<file path="config.mk">
export PLATFORM = sky130hd
export DESIGN_NAME = lsfx_cell
export DESIGN_NICKNAME = d
export VERILOG_FILES = /design/src/rtl/lsfx_pkg.sv /design/src/rtl/lsfx_cell.sv
export SDC_FILE = /design/constraint.sdc
export NUM_CORES = 2
export LEC_CHECK = 0
export ABC_AREA = 1
export ABC_CLOCK_PERIOD_IN_PS = 15050
export BUFFER_PORTS_ARGS = -buffer_cell sky130_fd_sc_hd__buf_4
export CAP_MARGIN = 40
export CORE_MARGIN = 8
export CORE_UTILIZATION = 36
export CTS_BUF_LIST = sky130_fd_sc_hd__clkbuf_8
export DETAILED_ROUTE_END_ITERATION = 6
export PLACE_DENSITY = 0.52
export SKIP_LAST_GASP = 1
export SYNTH_ARGS = -nofsm -noshare
export SYNTH_HDL_FRONTEND = slang
export SYNTH_SLANG_ARGS = --single-unit
</file>
<file path="constraint.sdc">
create_clock -name clk_i -period 15.05 [get_ports clk_i]
set_input_delay 1.505 -clock clk_i [delete_from_list [all_inputs] [get_ports clk_i]]
set_output_delay 1.505 -clock clk_i [all_outputs]
set_load 0.01 [all_outputs]
</file>
<file path="src/rtl/lsfx_pkg.sv">
// ----------------------------------------------------------------------------
// lsfx_pkg
// Shared types, codes and helpers for the LSF to LPC expander.
// ----------------------------------------------------------------------------
package lsfx_pkg;

  localparam int unsigned PolyW    = 48;
  localparam int unsigned CosW     = 16;
  localparam int unsigned AngleW   = 16;
  localparam int unsigned OrderW   = 5;
  localparam int unsigned CoefW    = 32;
  localparam logic [OrderW-1:0] OrderReset = 5'd10;
  localparam logic signed [PolyW-1:0] OneQ15 = 48'sd32768;

  typedef enum logic [2:0] {
    CELL_HOLD,
    CELL_INIT,
    CELL_MUL,
    CELL_QUAD,
    CELL_SUB,
    CELL_ADD,
    CELL_SHIFT
  } cell_op_e;

  typedef struct packed {
    cell_op_e                 op;
    logic                     sel_asym;
    logic signed [CosW-1:0]   cos;
  } cell_ctl_t;

  typedef struct packed {
    logic signed [PolyW-1:0] s;
    logic signed [PolyW-1:0] a;
  } pair_t;

  typedef enum logic [2:0] {
    ST_LOAD,
    ST_INIT,
    ST_FETCH,
    ST_MUL,
    ST_QUAD,
    ST_SUB,
    ST_ADD,
    ST_EMIT
  } state_e;

  function automatic logic signed [PolyW-1:0] sat48(input logic signed [51:0] v);
    logic signed [51:0] hi;
    logic signed [51:0] lo;
    hi = 52'sd140737488355327;
    lo = -52'sd140737488355328;
    if (v > hi) begin
      return hi[PolyW-1:0];
    end else if (v < lo) begin
      return lo[PolyW-1:0];
    end
    return v[PolyW-1:0];
  endfunction

endpackage

</file>
<file path="src/rtl/lsfx_cell.sv">
// ----------------------------------------------------------------------------
// lsfx_cell
// One coefficient slot of both polynomials; updates from its lower neighbours, shifts from its upper one.
// ----------------------------------------------------------------------------
module lsfx_cell
  import lsfx_pkg::*;
#(
  parameter bit IS_HEAD = 1'b0
) (
  input  logic      clk_i,
  input  cell_ctl_t ctl_i,
  input  pair_t     prev1_i,
  input  pair_t     prev2_i,
  input  pair_t     next_i,
  output pair_t     val_o
);

  pair_t                    val_q, val_d;
  logic signed [49:0]       prod_q, prod_d;
  logic signed [PolyW-1:0]  own, p1, p2, upd;
  logic signed [63:0]       full;
  logic signed [51:0]       acc;

  always_comb begin
    own  = ctl_i.sel_asym ? val_q.a : val_q.s;
    p1   = ctl_i.sel_asym ? prev1_i.a : prev1_i.s;
    p2   = ctl_i.sel_asym ? prev2_i.a : prev2_i.s;
    full = 64'(ctl_i.cos) * 64'(p1) + 64'sd8192;
    prod_d = prod_q;
    val_d  = val_q;
    acc    = 52'(own);
    case (ctl_i.op)
      CELL_QUAD: acc = 52'(own) - 52'(prod_q) + 52'(p2);
      CELL_SUB:  acc = 52'(own) - 52'(p1);
      CELL_ADD:  acc = 52'(own) + 52'(p1);
      default:   acc = 52'(own);
    endcase
    upd = sat48(acc);
    case (ctl_i.op)
      CELL_INIT: begin
        val_d.s = IS_HEAD ? OneQ15 : '0;
        val_d.a = IS_HEAD ? OneQ15 : '0;
      end
      CELL_MUL:  prod_d = full[63:14];
      CELL_QUAD, CELL_SUB, CELL_ADD: begin
        if (ctl_i.sel_asym) val_d.a = upd;
        else                val_d.s = upd;
      end
      CELL_SHIFT: val_d = next_i;
      default: ;
    endcase
  end

  always_ff @(posedge clk_i) begin
    val_q  <= val_d;
    prod_q <= prod_d;
  end

  assign val_o = val_q;

endmodule

</file>
==> out/metrics.cfg <==
[cells_and_area]
drive_above_1_share_pct=11.0
multi_input_area_um2=35600
fillerInstances=13869
layout_common_cells=nand2_1, inv_1, fa_1
seqCellArea_um2=4380
fin_cells=8527
syn_to_final_growth_pct=11.4
fin_nets=8196
mostFrequentLayoutCell=nand2_1

[timing]
slew_viol_final=0
slew_headroom_pct=34.3
setup_tns_ns=0
fin_crit_sh_pct=63.7
rsz0062_at_grt=no
whs_ns=1.07
min_period_ns=9.59
setup_viol=0
final-hold-violation-count=0
timing.fmax_mhz=104
fin_skew_ns=0.0611
worstMarginPinSlew_ns=0.981

[place]
place_congestion=1.05
dp_cells=8492
hpwlAfterDp_um=171000
io_buffers=404

[routing]
num_vias=44105
wl_um=201000
route.detailed.drc=2
vias_per_cell=5.17
drtAntennaViolNets=0
wl_per_cell_um=23.6
drt_iter0_drc=4035
firstDrtPassIters=7

[die]
core_um2=129000
ios=405
dieArea_um2=141000
rows=132
die_w_um=375
initial_core_util_pct=36.1
die_h_um=375

[yosys]
synth_compound_area_share_pct=9.24
synthFlopType=edfxtp_1
synth_cell_types=59
syn_inst=6553
synth_edf_count=146
syn_area_um2=46500
synth_top_area_share_pct=32.8
synth_fa_ha_area_share_pct=40.6
synth_nets=7913
synthArstFlopShare_pct=0
synth-seq-area-share_pct=9.43
yosysWarningCount=0
synthMuxAreaShare_pct=0.991
synth_xor_area_share_pct=1.24
synth_seq_cells=146
yosys.area.top_type=fa_1
synth_top_family_by_area=adder cells
yosys.area_share.simple_pct=24.5
ys_top_cells_by_area=fa_1, nand2_1, inv_1
synth_area_per_cell_um2=7.09

[cts]
cts-htree-levels=4
clkLatencyLatePin_ns=0.65
clk_root_buffer_cell=clkbuf_8
cts_resized=0
cts.path.max_buffers=2
numCtsBuffers=17
ctsHoldBuffers=0
post_cts_buffers=0
clock-sinks=146
clk_pin_slew_worst_paths_ns=0.12
cts_tree=yes

[run]
maxCapViolCount=0

[setup_path]
crit_family=adder cells
path_common_cell=fa_1
crit_arrival_ns=9.93
slowest_delay_ns=0.76
startpoint_type=input pin
critPathKind=in2reg
worst_setup_path_end_kind=flip-flop
cp_max_fo=75
crit_required_ns=15.39
critPathBufInv=8
cp_slowest_cell=inv_1

[global_routing]
grt_pass1_vias=44461
grtUsageTotal_pct=28.1
grt_overflow=0
grt_max_degree=76
antenna_found_initial=5
grt_pass1_wl_um=297000

[min_path]
hp-class=reg2reg

[run_status]
violations=design-rule violations
status=finished, violations left

## final timing paths
kind | endpoint | cells past startpoint | startpoint | slack, ns
max reg2reg | val_o[78] | 22 | val_o[17] | 9.61
min reg2reg | val_o[69] | 6 | val_o[69] | 1.07
min | val_o[69] | 6 | val_o[69] | 1.07
max | prod_q[42] | 26 | ctl_i[16] | 5.46
## cell families (layout without fill, tap and decap cells)
group           count (synthesis)  count (layout)
compound gates                777             777
xor+xnor                       66              66
fa+ha+maj                    1051            1051
buf+inv                      1697            1993
flops                         146             146
mux                            46              46
other cells                     0               3
simple gates                 2770            2770
## worst reg2reg max path, cell delays in order (launching register included)
cell,delay (ns)
edfxtp_1,0.40
or2_2,0.30
o21ai_0,0.22
fa_1,0.51
inv_1,0.06
ha_1,0.27
nand2_1,0.14
inv_1,0.05
nand2_1,0.05
nand2_1,0.15
a21oi_1,0.56
o21ai_0,0.56
nand2_1,0.25
nand3_1,0.09
nand2_1,0.06
nand3_1,0.10
nand2_2,0.17
nor2_2,0.05
nand2_2,0.26
buf_4,0.48
nand3_1,0.26
nand2_1,0.15
nand2_1,0.06
## through the flow
step,instance area (µm²),utilization [%],setup slack (ns)
floorplan,46500,-,7.13
global placement,51100,39.7,4.91
detailed placement,51400,39.9,4.96
CTS,51800,40.2,5.59
global route,51800,40.2,5.19
finish,51800,40.2,5.46
## flip-flops by register name, summed over array words and instances, names as in the netlist
signal / cells
prod_q: 50
val_o: 96
## layout make-up
class	instances	area share (%)
Inverter	1493	10.8
Sequential cell	146	8.47
Clock buffer	17	0.452
Multi-Input combinational cell	4710	68.8
Antenna cell	3	0.0145
Tap cell	1675	4.05
Timing Repair Buffer	468	7.03
Clock inverter	15	0.312
## layer usage
layer / track usage (%) / wire (µm)
met1: 39.4 / 89600
met2: 45.9 / 91900
met3: 3.90 / 14200
met4: 6.70 / 5420
met5: 0 / 19
## synth_stat cells (40+ instances only)
cell type / n
nand2_1: 1612
o21ai_0: 257
a21oi_1: 345
nand2_2: 43
nand3_1: 172
clkbuf_1: 158
nor3_1: 40
or2_2: 146
inv_1: 1458
xor2_1: 40
mux2i_1: 46
o21bai_1: 42
ha_1: 289
fa_1: 762
edfxtp_1: 146
nor2_1: 670
Power is left out: the tool's default activity adds up to more than one toggle a clock period on the data nets, which glitch-free logic cannot reach.
